===== config.mk =====
export PLATFORM = sky130hd
export DESIGN_NAME = decimal_string_to_int64_top
export DESIGN_NICKNAME = d
export VERILOG_FILES = /design/src/dsi_pkg.sv /design/src/dsi_front.sv /design/src/dsi_queue.sv /design/src/dsi_back.sv /design/src/decimal_string_to_int64_top.sv
export SDC_FILE = /design/constraint.sdc
export NUM_CORES = 1
export LEC_CHECK = 0
export ABC_CLOCK_PERIOD_IN_PS = 7900
export BUFFER_PORTS_ARGS = -buffer_cell sky130_fd_sc_hd__buf_2
export CORE_ASPECT_RATIO = 0.7
export CORE_MARGIN = 5
export CORE_UTILIZATION = 45
export DETAILED_ROUTE_END_ITERATION = 10
export PLACE_DENSITY_LB_ADDON = 0.2
export SKIP_CTS_REPAIR_TIMING = 1
export SKIP_LAST_GASP = 1
export SYNTH_ARGS = -nofsm -noshare
export SYNTH_HDL_FRONTEND = slang
export SYNTH_HIERARCHICAL = 1
export SYNTH_SLANG_ARGS = --single-unit
export TNS_END_PERCENT = 50

===== constraint.sdc =====
create_clock -name clk -period 7.9 [get_ports clk]
set_input_delay 1.58 -clock clk [delete_from_list [all_inputs] [get_ports clk]]
set_output_delay 1.58 -clock clk [all_outputs]
set_load 0.03 [all_outputs]

===== src/dsi_pkg.sv =====
// ----------------------------------------------------------------------------
// dsi_pkg
// shared types and constants of the decimal string parser
// ----------------------------------------------------------------------------
package dsi_pkg;

  // width of the result port
  localparam int NUM_W = 64;

  // depth of the queue between front and back
  localparam int QUEUE_DEPTH = 2;
  localparam int QPTR_W      = $clog2(QUEUE_DEPTH);
  localparam int QCNT_W      = $clog2(QUEUE_DEPTH + 1);

  // ascii codes
  localparam logic [7:0] CH_MINUS = 8'h2D;
  localparam logic [7:0] CH_ZERO  = 8'h30;
  localparam logic [7:0] CH_ONE   = 8'h31;
  localparam logic [7:0] CH_NINE  = 8'h39;

  // result status codes
  localparam logic [1:0] ST_OK  = 2'd0;
  localparam logic [1:0] ST_NAN = 2'd1;
  localparam logic [1:0] ST_OVF = 2'd2;

  // character class
  typedef enum logic [1:0] {
    CLS_MINUS   = 2'd0,
    CLS_ZERO    = 2'd1,
    CLS_NONZERO = 2'd2,
    CLS_OTHER   = 2'd3
  } cls_t;

  // classified beat
  typedef struct packed {
    logic       has_char;
    logic       last;
    cls_t       cls;
    logic [3:0] digit;
  } beat_t;

  // parse phase
  typedef enum logic [3:0] {
    PH_START  = 4'b0001,
    PH_SIGNED = 4'b0010,
    PH_ZERO   = 4'b0100,
    PH_DIGITS = 4'b1000
  } phase_t;

endpackage


===== src/dsi_front.sv =====
// ----------------------------------------------------------------------------
// dsi_front
// input register: takes one character beat and classifies it
// ----------------------------------------------------------------------------
module dsi_front
  import dsi_pkg::*;
(
  input  logic       clk,
  input  logic       rst,
  input  logic       in_valid,
  output logic       in_stall,
  input  logic [7:0] ch,
  input  logic       char_valid,
  input  logic       last,
  output logic       fr_valid,
  output beat_t      fr_beat,
  input  logic       fr_stall
);

  logic  accept;
  logic  push;
  beat_t beat_next;
  cls_t  cls_next;

  assign in_stall = fr_valid && fr_stall;
  assign accept   = in_valid && !in_stall;
  assign push     = fr_valid && !fr_stall;

  always_comb begin
    if (ch == CH_MINUS) begin
      cls_next = CLS_MINUS;
    end else if (ch == CH_ZERO) begin
      cls_next = CLS_ZERO;
    end else if (ch >= CH_ONE && ch <= CH_NINE) begin
      cls_next = CLS_NONZERO;
    end else begin
      cls_next = CLS_OTHER;
    end
    beat_next.has_char = char_valid;
    beat_next.last     = last;
    beat_next.cls      = cls_next;
    beat_next.digit    = 4'(ch - CH_ZERO);
  end

  always_ff @(posedge clk) begin
    if (rst) begin
      fr_valid <= 1'b0;
    end else if (accept) begin
      fr_valid <= 1'b1;
    end else if (push) begin
      fr_valid <= 1'b0;
    end
    if (accept) begin
      fr_beat <= beat_next;
    end
  end

endmodule


===== src/dsi_queue.sv =====
// ----------------------------------------------------------------------------
// dsi_queue
// short fifo of classified beats between front and back
// ----------------------------------------------------------------------------
module dsi_queue
  import dsi_pkg::*;
(
  input  logic              clk,
  input  logic              rst,
  input  logic              push_valid,
  output logic              push_stall,
  input  beat_t             push_beat,
  output logic              q_valid,
  output beat_t             q_beat,
  input  logic              q_pop,
  output logic [QCNT_W-1:0] q_count
);

  beat_t             entries [QUEUE_DEPTH];
  logic [QPTR_W-1:0] wr_ptr;
  logic [QPTR_W-1:0] rd_ptr;
  logic              push;
  logic              pop;

  assign push_stall = (q_count == QCNT_W'(QUEUE_DEPTH));
  assign push       = push_valid && !push_stall;
  assign q_valid    = (q_count != '0);
  assign pop        = q_valid && q_pop;
  assign q_beat     = entries[rd_ptr];

  always_ff @(posedge clk) begin
    if (rst) begin
      wr_ptr  <= '0;
      rd_ptr  <= '0;
      q_count <= '0;
    end else begin
      if (push) begin
        wr_ptr <= (wr_ptr == QPTR_W'(QUEUE_DEPTH - 1)) ? '0 : wr_ptr + 1'b1;
      end
      if (pop) begin
        rd_ptr <= (rd_ptr == QPTR_W'(QUEUE_DEPTH - 1)) ? '0 : rd_ptr + 1'b1;
      end
      if (push && !pop) begin
        q_count <= q_count + 1'b1;
      end else if (pop && !push) begin
        q_count <= q_count - 1'b1;
      end
    end
    if (push) begin
      entries[wr_ptr] <= push_beat;
    end
  end

endmodule


===== src/dsi_back.sv =====
// ----------------------------------------------------------------------------
// dsi_back
// parse state, multiply-accumulate by ten and result register
// ----------------------------------------------------------------------------
module dsi_back
  import dsi_pkg::*;
#(
  parameter int VALUE_WIDTH = 64
) (
  input  logic                    clk,
  input  logic                    rst,
  input  logic                    q_valid,
  input  beat_t                   q_beat,
  output logic                    q_pop,
  output logic                    out_valid,
  input  logic                    out_stall,
  output logic [1:0]              status,
  output logic signed [NUM_W-1:0] number
);

  localparam int ACC_W = VALUE_WIDTH + 4;

  phase_t                        phase;
  logic                          is_negative;
  logic signed [VALUE_WIDTH-1:0] accum;
  logic [1:0]                    sticky_error;

  phase_t                        phase_next;
  logic                          is_negative_next;
  logic signed [VALUE_WIDTH-1:0] accum_next;
  logic [1:0]                    sticky_error_next;

  logic signed [ACC_W-1:0]       wide;
  logic signed [ACC_W-1:0]       dig;
  logic signed [ACC_W-1:0]       prod;
  logic signed [ACC_W-1:0]       sum;
  logic [4:0]                    top_bits;
  logic                          ovf;
  logic signed [VALUE_WIDTH-1:0] dig_w;
  logic [1:0]                    status_next;

  assign q_pop = q_valid && (!q_beat.last || !out_valid || !out_stall);

  // next = accum * 10 +/- digit, range check on the guard bits
  always_comb begin
    wide     = ACC_W'(accum);
    dig      = ACC_W'(q_beat.digit);
    dig_w    = VALUE_WIDTH'(q_beat.digit);
    prod     = (wide <<< 3) + (wide <<< 1);
    sum      = is_negative ? prod - dig : prod + dig;
    top_bits = sum[ACC_W-1:VALUE_WIDTH-1];
    ovf      = !((&top_bits) || !(|top_bits));
  end

  always_comb begin
    phase_next        = phase;
    is_negative_next  = is_negative;
    accum_next        = accum;
    sticky_error_next = sticky_error;
    if (q_beat.has_char && sticky_error == ST_OK) begin
      case (phase)
        PH_START, PH_SIGNED: begin
          if (q_beat.cls == CLS_MINUS && phase == PH_START) begin
            is_negative_next = 1'b1;
            phase_next       = PH_SIGNED;
          end else if (q_beat.cls == CLS_ZERO) begin
            phase_next = PH_ZERO;
            accum_next = '0;
          end else if (q_beat.cls == CLS_NONZERO) begin
            phase_next = PH_DIGITS;
            accum_next = is_negative ? -dig_w : dig_w;
          end else begin
            sticky_error_next = ST_NAN;
          end
        end
        PH_DIGITS: begin
          if (q_beat.cls == CLS_ZERO || q_beat.cls == CLS_NONZERO) begin
            if (ovf) begin
              sticky_error_next = ST_OVF;
            end else begin
              accum_next = sum[VALUE_WIDTH-1:0];
            end
          end else begin
            sticky_error_next = ST_NAN;
          end
        end
        default: begin
          sticky_error_next = ST_NAN;
        end
      endcase
    end
    if (sticky_error_next != ST_OK) begin
      status_next = sticky_error_next;
    end else if (phase_next == PH_ZERO || phase_next == PH_DIGITS) begin
      status_next = ST_OK;
    end else begin
      status_next = ST_NAN;
    end
  end

  always_ff @(posedge clk) begin
    if (rst) begin
      phase        <= PH_START;
      is_negative  <= 1'b0;
      accum        <= '0;
      sticky_error <= ST_OK;
      out_valid    <= 1'b0;
    end else begin
      if (q_pop) begin
        if (q_beat.last) begin
          phase        <= PH_START;
          is_negative  <= 1'b0;
          accum        <= '0;
          sticky_error <= ST_OK;
        end else begin
          phase        <= phase_next;
          is_negative  <= is_negative_next;
          accum        <= accum_next;
          sticky_error <= sticky_error_next;
        end
      end
      if (q_pop && q_beat.last) begin
        out_valid <= 1'b1;
      end else if (!out_stall) begin
        out_valid <= 1'b0;
      end
    end
    if (q_pop && q_beat.last) begin
      status <= status_next;
      number <= (status_next == ST_OK) ? NUM_W'(accum_next) : '0;
    end
  end

endmodule


===== src/decimal_string_to_int64_top.sv =====
// ----------------------------------------------------------------------------
// decimal_string_to_int64_top
// ascii decimal string to signed integer with overflow detection
// ----------------------------------------------------------------------------
// Takes a decimal string one character per input beat, the final beat marked
// by last, and gives one result beat per string: status (0 success, 1 not a
// number, 2 overflow) and the signed value, sign-extended from VALUE_WIDTH
// bits to 64 (zero unless status is 0). An optional leading minus is taken,
// a leading zero must be the only digit, and an empty string or a lone minus
// is not a number. A beat with char_valid low carries no character and only
// its last flag counts. One character beat is taken every cycle while in_stall
// is low; the last beat of a string goes from the input register through the
// queue to the result register, which drives the output. The per-character
// step is one shift-add multiply by ten plus a digit add and a range check in
// the back end, which sets the clock period. The front end keeps taking beats
// while a result waits on a stalled output, until the two-entry queue fills.
// ----------------------------------------------------------------------------
module decimal_string_to_int64_top
  import dsi_pkg::*;
#(
  parameter int VALUE_WIDTH = 64
) (
  input  logic                    clk,
  input  logic                    rst,
  input  logic                    in_valid,
  output logic                    in_stall,
  input  logic [7:0]              ch,
  input  logic                    char_valid,
  input  logic                    last,
  output logic                    out_valid,
  input  logic                    out_stall,
  output logic [1:0]              status,
  output logic signed [NUM_W-1:0] number
);

  // front to queue
  logic              fr_valid;
  beat_t             fr_beat;
  logic              fr_stall;

  // queue to back
  logic              q_valid;
  beat_t             q_beat;
  logic              q_pop;
  logic [QCNT_W-1:0] q_count;

  // classify and register the incoming beat
  dsi_front u_front (
    .clk        (clk),
    .rst        (rst),
    .in_valid   (in_valid),
    .in_stall   (in_stall),
    .ch         (ch),
    .char_valid (char_valid),
    .last       (last),
    .fr_valid   (fr_valid),
    .fr_beat    (fr_beat),
    .fr_stall   (fr_stall)
  );

  // decouples the front from a stalled result
  dsi_queue u_queue (
    .clk        (clk),
    .rst        (rst),
    .push_valid (fr_valid),
    .push_stall (fr_stall),
    .push_beat  (fr_beat),
    .q_valid    (q_valid),
    .q_beat     (q_beat),
    .q_pop      (q_pop),
    .q_count    (q_count)
  );

  // parse state machine and result register
  dsi_back #(
    .VALUE_WIDTH (VALUE_WIDTH)
  ) u_back (
    .clk       (clk),
    .rst       (rst),
    .q_valid   (q_valid),
    .q_beat    (q_beat),
    .q_pop     (q_pop),
    .out_valid (out_valid),
    .out_stall (out_stall),
    .status    (status),
    .number    (number)
  );

`ifndef SYNTH
  // queue never holds more than its depth
  a_queue_bound: assert property (@(posedge clk) disable iff (rst)
    q_count <= QCNT_W'(QUEUE_DEPTH))
    else $error("queue count above depth");

  // a last beat never leaves the queue while a result is held
  a_no_result_overwrite: assert property (@(posedge clk) disable iff (rst)
    (q_pop && q_beat.last) |-> !(out_valid && out_stall))
    else $error("result overwritten while stalled");

  // error results carry a zero value
  a_error_zero: assert property (@(posedge clk) disable iff (rst)
    (out_valid && status != ST_OK) |-> (number == '0))
    else $error("nonzero value on error result");

  // the front only stalls when it holds a beat
  a_stall_held: assert property (@(posedge clk) disable iff (rst)
    in_stall |-> fr_valid)
    else $error("input stalled with empty front");
`endif

endmodule


Word-level counts from Yosys, hierarchy flattened --
Memories as Yosys holds them, arrays and structs flattened. A register that Yosys moved wholly into a read port is not among the register bits. Cells that the tools add are included. W data, S select, Z words.
Word-level totals: flip-flop bits (word level) 151, output and inout port bits 68, word-level logic and storage cells 122, memories kept 1, memory bits (writable) 16, bits in latches 0, ROM bits 0
Memories:
- u_queue.entries | depth 2, width 8, read ports 1, clocked after memory_dff 1, write ports 1, RTL line dsi_queue.sv:19 | beat_t entries [QUEUE_DEPTH];
Operators by class: divide/modulo/power cells 0, multipliers 0, eq/ne operators 11, reduce and logical (&&, ||, !) cells 39, shifts and indexed selects 0, mux-type cells 44, $add $sub $neg 9, bitwise logic cells 0, $lt $le $gt $ge 2
Operator list (number):
- $mux W64 | 8
- $pmux W64 S2 | 1
- $add A67 B65 Y68 | 1
- $add A68 B5 Y68 | 1
- $mux W68 | 1
- $sub A68 B5 Y68 | 1
- $neg A4 Y64 | 1
- $mux W4 | 6
- $mux W2 | 10
- $mux W1 | 17
- $eq A8 B6 Y1 const B | 2
- $reduce_bool A2 Y1 | 7
- $logic_and A1 B1 Y1 | 11
- $eq A4 B4 Y1 const B | 2
- $ge A8 B6 Y1 const B | 1
- $le A8 B6 Y1 const B | 1
- $logic_not A1 Y1 | 8
- $logic_not A2 Y1 | 3
- $logic_or A1 B1 Y1 | 5
- $reduce_and A5 Y1 | 1
- $reduce_or A5 Y1 | 1
- $eq A2 B2 Y1 const B | 2
- $eq A4 B1 Y1 const B | 1
- $eq A4 B2 Y1 const B | 1
- other kinds (10) | 12

Logic depth before layout (Yosys ltp) --
Gate-level depths: netlist of run 1.
depth in word-level cells 13, depth in mapped cells 24, gate-level depth less buffers 21

Cells and area by module --
Netlist of run 1, hierarchy kept.
Modules (own cells, without submodules):
- dsi_back | seq. area each 3423.3 µm², times used 1, cells each 2095, area each 15280.9 µm²
- dsi_queue | seq. area each 580.6 µm², times used 1, cells each 50, area each 795.8 µm²
- dsi_front | seq. area each 260.2 µm², times used 1, cells each 25, area each 366.6 µm²

Worst setup path after synthesis of run 1 --
OpenSTA, ideal clock, no wires.
kind register -> register, start point register u_back.accum[2], end point register u_back.number[45], data pin, slack 2416 ps, clock period less this slack 5484 ps, cell stages (with the launch flop) 22, buffers on the path 2, library setup time 150 ps, data arrival time 5334 ps, path through dfxtp_1 -> ha_1 -> inv_1 -> fa_1 -> nor2b_1 -> o31a_1 -> o2111ai_1 -> a31o_2 -> o21a_1 -> o41ai_2 -> o211ai_1 -> or4b_2 -> a21oi_2 -> xnor2_1 -> nor4_4 -> nor2_2 -> nand3_2 -> nand2b_2 -> or4_1 -> buf_4 -> buf_6 -> nor3_2
On the way: word-level cells in the longest chain between the ends 13, elaborated cells on any way between the ends 19, those cells by class add/sub: 3; mux: 10; reduce/logical: 6
Ends and longest elaborated chain:
- from (decl) | RTL line dsi_back.sv:25 | logic signed [VALUE_WIDTH-1:0] accum;
- from (signal assigned) | RTL line dsi_back.sv:118 | accum <= accum_next;
- $add A67 B65 Y68 (*) | RTL line dsi_back.sv:49 | prod = (wide <<< 3) + (wide <<< 1);
- $add A68 B5 Y68 or $sub A68 B5 Y68 (tied branches) | RTL line dsi_back.sv:50 | sum = is_negative ? prod - dig : prod + dig;
- $mux W68 (*) | RTL line dsi_back.sv:50
- $reduce_or A5 Y1 | RTL line dsi_back.sv:52 | ovf = !((&top_bits) || !(|top_bits));
- $logic_not A1 Y1 | RTL line dsi_back.sv:52
- $logic_or A1 B1 Y1 (*) | RTL line dsi_back.sv:52
- $mux W2 (*) | RTL line dsi_back.sv:78 | if (ovf) begin
- $mux W2 (*) | RTL line dsi_back.sv:77 | if (q_beat.cls == CLS_ZERO || q_beat.cls == CLS_NONZERO) begin
- $pmux W2 S2 (*) | RTL line dsi_back.sv:61 | case (phase)
- $mux W2 (*) | RTL line dsi_back.sv:60 | if (q_beat.has_char && sticky_error == ST_OK) begin
- $reduce_bool A2 Y1 | RTL line dsi_back.sv:92 | if (sticky_error_next != ST_OK) begin
- $mux W2 (*) | RTL line dsi_back.sv:92
- named net u_back.status_next[1] | RTL line dsi_back.sv:40 | logic [1:0] status_next;
- $logic_not A2 Y1 (*) | RTL line dsi_back.sv:130 | number <= (status_next == ST_OK) ? NUM_W'(accum_next) : '0;
- to (signal assigned) | RTL line dsi_back.sv:130
- to (decl) | RTL line dsi_back.sv:18 | output logic signed [NUM_W-1:0] number
The timed path passes the listed nets; every way through them passes the cells marked *. A chain may end at the register's enable or synchronous reset.

Final worst setup path of run 1 --
start point register u_back.accum[15], end point register u_back.number[47], data pin
The elaborated chain is that of the path after synthesis.

==> results of run 1 <==
[registers in the layout (all words and copies together) (netlist names), 2 cells and up, named ones only]
name,cells
u_back/accum,64
u_back/number,64
u_queue/entries,16
u_front/fr_beat,8
u_back/phase,4
u_back/status,2
u_back/sticky_error,2
u_queue/q_count,2
[cells by family after synthesis]
logic type,after synthesis
AO/OA/AOI/OAI,747
XOR/XNOR,104
adder cells (fa/ha/maj),78
buffers and inverters,164
flip-flops,168
multiplexers,35
AND/OR/NAND/NOR,874
[worst max-delay path: stages (launching register included)]
cell	delay, ps
sky130_fd_sc_hd__dfxtp_1	390
sky130_fd_sc_hd__ha_1	560
sky130_fd_sc_hd__nand4_1	270
sky130_fd_sc_hd__a2111oi_1	680
sky130_fd_sc_hd__nand3_1	310
sky130_fd_sc_hd__a31oi_2	400
sky130_fd_sc_hd__a21oi_1	310
sky130_fd_sc_hd__o41ai_2	530
sky130_fd_sc_hd__xnor2_1	270
sky130_fd_sc_hd__o211ai_1	270
sky130_fd_sc_hd__or4b_2	740
sky130_fd_sc_hd__a21oi_2	170
sky130_fd_sc_hd__xnor2_1	120
sky130_fd_sc_hd__nor4_4	500
sky130_fd_sc_hd__nor2_2	110
sky130_fd_sc_hd__nand3_2	110
sky130_fd_sc_hd__nand2b_2	90
sky130_fd_sc_hd__or4_2	620
sky130_fd_sc_hd__buf_4	360
sky130_fd_sc_hd__nor3_2	280
[report_power, final]
part / total, W / internal, W / switching, W / leakage, nW
Combinational: 0.00230 / 0.000587 / 0.00171 / 4.63
Clock: 0.000860 / 0.000480 / 0.000380 / 0.288
Sequential: 0.00119 / 0.00109 / 0.000102 / 1.47
[layer usage]
layer	track usage	vias up
li1	-	8227
met1	0.501	8656
met2	0.476	1180
met4	0.0973	0
met3	0.0781	130
met5	0	-
[metrics by stage]
step,cell area [um^2],utilization,setup slack [ps]
3_5_place_dp,17300,0.481,682
6_report,17900,0.498,615
2_1_floorplan,16400,-,2420
4_1_cts,17900,0.498,654
3_3_place_gp,17300,0.481,840
5_1_grt,17900,0.498,222
[synthesized netlist by cell type, types with 13 or more instances]
cell | count | area, um^2
sky130_fd_sc_hd__nor2_1 | 261 | 980
sky130_fd_sc_hd__a21oi_1 | 224 | 1120
sky130_fd_sc_hd__nand2_1 | 221 | 830
sky130_fd_sc_hd__o21ai_0 | 187 | 936
sky130_fd_sc_hd__clkbuf_1 | 93 | 349
sky130_fd_sc_hd__edfxtp_1 | 90 | 2700
sky130_fd_sc_hd__dfxtp_1 | 78 | 1560
sky130_fd_sc_hd__ha_1 | 75 | 938
sky130_fd_sc_hd__nor3_1 | 62 | 310
sky130_fd_sc_hd__nand4_1 | 61 | 382
sky130_fd_sc_hd__xnor2_1 | 60 | 526
sky130_fd_sc_hd__nand3_1 | 47 | 235
sky130_fd_sc_hd__xor2_1 | 43 | 377
sky130_fd_sc_hd__inv_1 | 41 | 154
sky130_fd_sc_hd__and2_1 | 27 | 169
sky130_fd_sc_hd__nor4_1 | 27 | 169
sky130_fd_sc_hd__o21a_1 | 27 | 203
sky130_fd_sc_hd__a22oi_1 | 24 | 180
sky130_fd_sc_hd__mux2i_1 | 23 | 230
sky130_fd_sc_hd__a21o_1 | 22 | 165
sky130_fd_sc_hd__a31oi_1 | 22 | 138
sky130_fd_sc_hd__or2_2 | 22 | 138
sky130_fd_sc_hd__or3_1 | 22 | 138
sky130_fd_sc_hd__a211oi_1 | 20 | 150
sky130_fd_sc_hd__buf_2 | 20 | 100
sky130_fd_sc_hd__nand2b_1 | 20 | 125
sky130_fd_sc_hd__o211ai_1 | 18 | 135
sky130_fd_sc_hd__a211oi_2 | 16 | 200
sky130_fd_sc_hd__o22ai_1 | 15 | 93.8
sky130_fd_sc_hd__and3_1 | 13 | 81.3
sky130_fd_sc_hd__and4_1 | 13 | 114
[layout make-up]
| class | count | area, um^2 | area share |
|---|---|---|---|
| Clock buffer | 20 | 447 | 0.0249 |
| Multi-Input combinational cell | 1838 | 11500 | 0.644 |
| Tap cell | 480 | 601 | 0.0335 |
| Sequential cell | 168 | 4260 | 0.238 |
| Inverter | 41 | 154 | 0.00859 |
| Timing Repair Buffer | 129 | 778 | 0.0434 |
| Antenna cell | 1 | 2.50 | 0.000140 |
| Clock inverter | 12 | 141 | 0.00789 |
[how the worst max path moves through the flow]
stage                                      end  depth (start not counted)  slack [ps]
3_5_place_dp   u_back/number[47]$_SDFFCE_PP0P_                         19         680
3_3_place_gp    u_back/number[8]$_SDFFCE_PP0P_                         19         840
5_1_grt        u_back/number[47]$_SDFFCE_PP0P_                         22         220
4_1_cts        u_back/number[47]$_SDFFCE_PP0P_                         19         650
6_report       u_back/number[47]$_SDFFCE_PP0P_                         19         610
2_1_floorplan  u_back/number[45]$_SDFFCE_PP0P_                         21        2420
==> results_tabular.tex, run 1 <==
\begin{tabular}{lr}
\hline
Metric & Value \\
\hline
\multicolumn{2}{l}{\textbf{Synthesis}} \\
Number of unique standard cell types used by synthesis & 104 \\
Post-synthesis mux area share & 0.0222 \\
Flop and latch count out of synthesis & 168 \\
Fraction of the mapped netlist area in compound gates & 0.297 \\
Parity-gate share of the synthesized area counting xor and xnor cells & 0.0559 \\
Dominant combinational cell family by area after synthesis & compound AO/OA/AOI/OAI gates \\
Synthesized netlist cell count & 2170 \\
Share of synthesized cell area in and, or, nand and nor gates & 0.263 \\
Avg Synthesized Cell Area & 7.58 um\^{}2 \\
Most used DFF post-synth & sky130\_fd\_sc\_hd\_\_edfxtp\_1 \\
Yosys Warn Count & 6 \\
Mapped Nets & 2262 \\
Post-synth EDFFs & 90 \\
Async set-or-reset flop fraction in the synthesized netlist & 0 \\
Summed instance area of the synthesized netlist & 16400 um\^{}2 \\
Share of synthesized area occupied by flip-flops and latches & 0.259 \\
Adder-cell area share of the yosys netlist & 0.0607 \\
\multicolumn{2}{l}{\textbf{Pwr}} \\
Power density over cell area & 243 nW/um\^{}2 \\
VDD IR-drop max & 183 uV \\
Leak pwr & 6.39 nW \\
Power, Total & 0.00435 W \\
\multicolumn{2}{l}{\textbf{Route}} \\
Sum of met2 wire segment lengths after detailed routing & 27800 um \\
Highest routed layer & met4 \\
Routed length on met3 & 9170 um \\
Routed vias/inst & 6.77 \\
Residual antenna-violating net count after detailed routing & 0 \\
TritonRoute pass-1 iters & 6 \\
Routed length on met1 & 30600 um \\
\# DRC & 0 \\
Routed wire length & 69800 um \\
DR iter-0 viols & 2646 \\
Post-DR wirelength/cell & 25.9 um \\
Vias & 18200 \\
\multicolumn{2}{l}{\textbf{Outcome}} \\
Status & finished clean \\
\multicolumn{2}{l}{\textbf{STA}} \\
Min cycle time layout & 7290 ps \\
Max-slew headroom at the worst pin & 0.195 \\
Highest clock frequency the design can meet & 0.137 GHz \\
Final-layout setup total negative slack & 0 ps \\
Slew Viols, Final & 0 \\
Final hold slack & 450 ps \\
Final setup fails & 0 \\
Part of the cycle the worst path needs & 0.922 \\
RSZ-0062 raised after global routing & no \\
Slew of the pin with the lowest slew margin & 1200 ps \\
Number of endpoints with negative hold slack in the final report & 0 \\
Worst Skew & 11.4 ps \\
\multicolumn{2}{l}{\textbf{Job}} \\
Maxcap violations & 0 \\
\multicolumn{2}{l}{\textbf{CTS}} \\
Maximum buffer depth of the clock tree & 2 \\
TritonCTS clock tree & built \\
Cts bufs inserted & 17 \\
Clock sink count & 168 \\
\# H-tree levels & 4 \\
Clock slew at the register clock pins of the worst setup and hold paths & 70 ps \\
Buffer type at the clock tree root & sky130\_fd\_sc\_hd\_\_clkbuf\_16 \\
Clock latency on the worst-skew pair & 440 ps \\
\multicolumn{2}{l}{\textbf{Worst setup path}} \\
R2R Path Start & u\_back/accum[15]\$\_SDFFE\_PP0P\_ \\
Startpoint class of the critical path & flop \\
Capturing element type of the critical path & flop \\
R2R cell count & 19 \\
Data arrival at the endpoint of the critical path & 7560 ps \\
Required arrival time at the worst endpoint & 8180 ps \\
Worst setup path startpoint & u\_back/accum[15]\$\_SDFFE\_PP0P\_ \\
Category of the most critical setup path & flop to flop \\
Worst reg2reg path endpoint & u\_back/number[47]\$\_SDFFCE\_PP0P\_ \\
Flop2flop setup slack & 610 ps \\
Critical-path maximum fanout & 39 \\
\multicolumn{2}{l}{\textbf{Global route}} \\
Number of global-route vias before repair & 16400 \\
Total gr overflow & 0 \\
Number of antenna violations at the first check in global routing & 1 \\
First-pass GRT wire length & 104000 um \\
GR Util All Layers & 0.334 \\
Maximum number of pins on one net before global-route repair & 68 \\
\multicolumn{2}{l}{\textbf{Hold path}} \\
Launch instance of the worst min-delay path & u\_front/fr\_beat[5]\$\_SDFFCE\_PP0P\_ \\
Hold endpoint & u\_queue/entries[1][5]\$\_DFFE\_PP\_ \\
Worst min-delay path category & flop to flop \\
Hold Path Depth & 0 \\
\multicolumn{2}{l}{\textbf{Floorplanning}} \\
Die footprint & 40500 um\^{}2 \\
Number of top-level design ports & 82 \\
Cell row count & 58 \\
Core area & 36000 um\^{}2 \\
Chip width & 238 um \\
Starting Density & 0.457 \\
Die H & 170 um \\
\multicolumn{2}{l}{\textbf{Place}} \\
Post-detailed-placement half-perimeter wirelength & 55000 um \\
Final GP Congestion & 1.01 \\
Number of instances in the placed design & 2656 \\
Count of buffers from port buffering & 81 \\
\multicolumn{2}{l}{\textbf{Layout}} \\
Final Instance Count excl. Fillers & 2689 \\
Layout overhead on the synthesized area & 8.98\% \\
Nets & 2287 \\
Fraction of layout instances using a drive strength above 1 & 0.121 \\
Most common cell after layout, fill and taps aside & sky130\_fd\_sc\_hd\_\_nor2\_1 \\
Most frequent cells in the layout & 260 x sky130\_fd\_sc\_hd\_\_nor2\_1, 224 x sky130\_fd\_sc\_hd\_\_a21oi\_1, 221 x sky130\_fd\_sc\_hd\_\_nand2\_1 \\
Fillcell total & 3574 \\
\hline
\end{tabular}
Power figures use the tool's default switching activity.
==> run 2, diff against run 1 <==
Settings changed: CORE_MARGIN 5 to 2, RECOVER_POWER set to 50, SLEW_MARGIN set to 0.
==> run 2 against run 1 <==
  * The flow now finishes with violations (capacitance limit, slew limit)
  * Sequential cell count did not move
  * Hold slack improved by 7.6 ps
  * Clock skew barely moved
  * Global-route usage rose by 2.3 points
  * Register-to-register slack got worse by 180 ps
  * Setup slack got worse by 180 ps
  * First-iteration DRC count fell by 6.8%
  * Non-clock buffer count fell by 2
  * Total power fell by 1.4%
  * Clock-buffer cell count fell by 3
  * Critical endpoint is now u_back/number[8]$_SDFFCE_PP0P_
==> results_tabular.tex, run 2 (synthesis results as in run 1) <==
\begin{tabular}{lr}
\hline
Metric & Value \\
\hline
\multicolumn{2}{l}{\textbf{Route}} \\
Residual antenna-violating net count after detailed routing & 0 (unchanged) \\
Routed vias/inst & 6.72 (-0.62\%) \\
\# DRC & 0 (unchanged) \\
TritonRoute pass-1 iters & 6 (unchanged) \\
Vias & 18100 (-0.70\%) \\
DR iter-0 viols & 2465 (-6.8\%) \\
Routed wire length & 69300 um (-0.75\%) \\
Post-DR wirelength/cell & 25.8 um (-0.68\%) \\
\multicolumn{2}{l}{\textbf{Pwr}} \\
Flop pwr share & 0.280 (+0.007) \\
Power density over cell area & 241 nW/um\^{}2 (-0.66\%) \\
Switching power summed over all nets & 0.00220 W (+0.45\%) \\
Portion of total power attributed to combinational logic & 0.525 (-0.004) \\
Internal & 0.00208 W (-3.3\%) \\
VDD IR-drop max & 187 uV (+2.4\%) \\
Switching part of the total & 0.514 (+0.00945) \\
Power, Total & 0.00429 W (-1.4\%) \\
Leak pwr & 6.17 nW (-3.3\%) \\
Proportion of power drawn by the clock network & 0.195 (-0.003) \\
\multicolumn{2}{l}{\textbf{Global route}} \\
Total gr overflow & 0 (unchanged) \\
Number of global-route vias before repair & 16000 (-2.7\%) \\
Global-route track usage on met2 & 0.482 (+0.00611) \\
Most used routing layer & met1 \\
Number of antenna violations at the first check in global routing & 1 (unchanged) \\
First-pass GRT wire length & 102000 um (-2.4\%) \\
GR Util All Layers & 0.357 (+0.0233) \\
Maximum number of pins on one net before global-route repair & 68 (unchanged) \\
Global routing usage on met3 & 0.0953 (+0.0172) \\
Met1 track demand over resource & 0.536 (+0.0353) \\
\multicolumn{2}{l}{\textbf{Outcome}} \\
Violations in the final reports & capacitance limit, slew limit \\
Status & complete, but fails checks \\
\multicolumn{2}{l}{\textbf{Job}} \\
Maxcap violations & 1 (+1) \\
\multicolumn{2}{l}{\textbf{Worst setup path}} \\
Critical-path maximum fanout & 40 (+2.6\%) \\
Most used cell along the critical path & sky130\_fd\_sc\_hd\_\_xnor2\_1 \\
Critical-path cell list & ha\_1 > nand4\_1 > a2111oi\_1 > nand3\_1 > a31oi\_1 > buf\_4 > a21oi\_1 > o41ai\_2 > xnor2\_1 > o211ai\_1 > nor4\_1 > a32oi\_1 > xnor2\_1 > nand2\_1 > nor4\_4 > nor2\_2 > nand3\_2 > nand2b\_2 > or4\_2 > buf\_12 > nor3\_1 \\
Startpoint class of the critical path & flop \\
Required arrival time at the worst endpoint & 8180 ps (about the same) \\
Data arrival at the endpoint of the critical path & 7750 ps (+190 ps) \\
Category of the most critical setup path & flop to flop \\
Delay of the slowest critical-path stage & 870 ps (+130 ps) \\
Capturing element type of the critical path & flop \\
R2R cell count & 21 (+2) \\
Crit path max-delay cell type & sky130\_fd\_sc\_hd\_\_a2111oi\_1 \\
\multicolumn{2}{l}{\textbf{Layout}} \\
Multi-input gate area in the final layout & 11500 um\^{}2 (-0.12\%) \\
Largest registers & u\_back/accum: 64 flops, u\_back/number: 64 flops, u\_queue/entries: 16 flops \\
Fillcell total & 3596 (+0.62\%) \\
Most common cell after layout, fill and taps aside & sky130\_fd\_sc\_hd\_\_nor2\_1 \\
FF/Latch Area & 4260 um\^{}2 (unchanged) \\
Layout overhead on the synthesized area & 8.17\% \\
Fraction of layout instances using a drive strength above 1 & 0.0898 (-0.0316) \\
Nets & 2285 (-0.087\%) \\
Most frequent cells in the layout & 260 x sky130\_fd\_sc\_hd\_\_nor2\_1, 224 x sky130\_fd\_sc\_hd\_\_a21oi\_1, 221 x sky130\_fd\_sc\_hd\_\_nand2\_1 \\
\multicolumn{2}{l}{\textbf{STA}} \\
Slew of the pin with the lowest slew margin & 3330 ps (+2130 ps) \\
Highest clock frequency the design can meet & 0.134 GHz (-2.5\%) \\
Final-layout setup total negative slack & 0 ps (unchanged) \\
Slew Viols, Final & 68 (+68) \\
Max-slew headroom at the worst pin & -1.22 (-1.41) \\
Part of the cycle the worst path needs & 0.945 (+0.0233) \\
Worst Skew & 11.3 ps (-0.0922 ps) \\
RSZ-0062 raised after global routing & no \\
Final setup fails & 0 (unchanged) \\
Min cycle time layout & 7470 ps (+184 ps) \\
Number of endpoints with negative hold slack in the final report & 0 (unchanged) \\
\multicolumn{2}{l}{\textbf{Hold path}} \\
Worst min-delay path category & flop to flop \\
Hold Path Depth & 0 (unchanged) \\
\multicolumn{2}{l}{\textbf{Floorplanning}} \\
Starting Density & 0.457 (unchanged) \\
Chip width & 232 um (-2.5\%) \\
Cell row count & 58 (unchanged) \\
Core area & 36000 um\^{}2 (unchanged) \\
Die footprint & 38100 um\^{}2 (-6.0\%) \\
Number of top-level design ports & 82 (unchanged) \\
Die H & 164 um (-3.5\%) \\
\multicolumn{2}{l}{\textbf{Place}} \\
Count of buffers from port buffering & 81 (unchanged) \\
Post-detailed-placement half-perimeter wirelength & 54800 um (-0.35\%) \\
Final GP Congestion & 1.02 (+1.8\%) \\
\multicolumn{2}{l}{\textbf{CTS}} \\
Maximum buffer depth of the clock tree & 2 (unchanged) \\
Clock sink count & 168 (unchanged) \\
\# H-tree levels & 4 (unchanged) \\
Clock slew at the register clock pins of the worst setup and hold paths & 70 ps (about the same) \\
Buffer type at the clock tree root & sky130\_fd\_sc\_hd\_\_clkbuf\_16 \\
Cts bufs inserted & 17 (unchanged) \\
TritonCTS clock tree & built \\
Clock latency on the worst-skew pair & 440 ps (about the same) \\
\hline
\end{tabular}
run 2: changes by cell type in the layout (fill, tap and decap cells not counted), moves of 2 or more:
cell / delta
sky130_fd_sc_hd__inv_8: +2
sky130_fd_sc_hd__buf_4: -2
sky130_fd_sc_hd__buf_2: -66
sky130_fd_sc_hd__clkbuf_1: +64
run 2: power by group through the flow:
stage | Sequential (W) | Combinational [W] | Clock [W]
after floorplan | 0.00134 | 0.00130 | 0
after global placement | 0.00120 | 0.00216 | 0
after detailed placement | 0.00120 | 0.00217 | 0
after CTS | 0.00119 | 0.00218 | 0.000841
after global routing | 0.00121 | 0.00238 | 0.000874
final | 0.00120 | 0.00225 | 0.000834
run 2: path summary, 6_finish.rpt:
kind | startpoint | endpoint | slack [ps]
worst max-delay path | u_back/accum[15]$_SDFFE_PP0P_ | u_back/number[8]$_SDFFCE_PP0P_ | 430
worst min-delay path | u_front/fr_beat[7]$_DFFE_PP_ | u_queue/entries[1][7]$_DFFE_PP_ | 460
worst max register to register | u_back/accum[15]$_SDFFE_PP0P_ | u_back/number[8]$_SDFFCE_PP0P_ | 430
worst min register to register | u_front/fr_beat[7]$_DFFE_PP_ | u_queue/entries[1][7]$_DFFE_PP_ | 460
run 2: stage by stage:
stage	instance area [um^2]	setup WS, ps	util	cells	hold slack, ps
2_1_floorplan	16400	2420	-	2170	421
6_report	17800	431	0.494	2687	458
3_5_place_dp	17300	616	0.481	2654	440
5_1_grt	17800	119	0.494	2686	461
3_3_place_gp	17300	591	0.481	2654	424
4_1_cts	17900	577	0.497	2686	456
run 2: cell type report:
class,instances,share of cell area
flip-flops and latches,168,0.240
inverters,41,0.00865
multi-input cells,1838,0.648
repair buffers,127,0.0383
clock inverters,15,0.00795
clock buffers,17,0.0239
well taps,480,0.0338
diodes,1,0.000141
run 2: worst max-delay path: cells and delay by family, from the launching register on:
family / cells / cell delay [ps]
AND/OR/NAND/NOR: 10 / 2960
flip-flops: 1 / 410
AO/OA/AOI/OAI: 6 / 2370
XOR/XNOR: 2 / 520
adder cells (fa/ha/maj): 1 / 570
buffers and inverters: 2 / 450
run 2: routing by layer:
layer | up-vias | share of wire
li1 | 8215 | -
met1 | 8556 | 0.45
met2 | 1172 | 0.38
met3 | 123 | 0.12
met4 | 0 | 0.037
met5 | - | 0
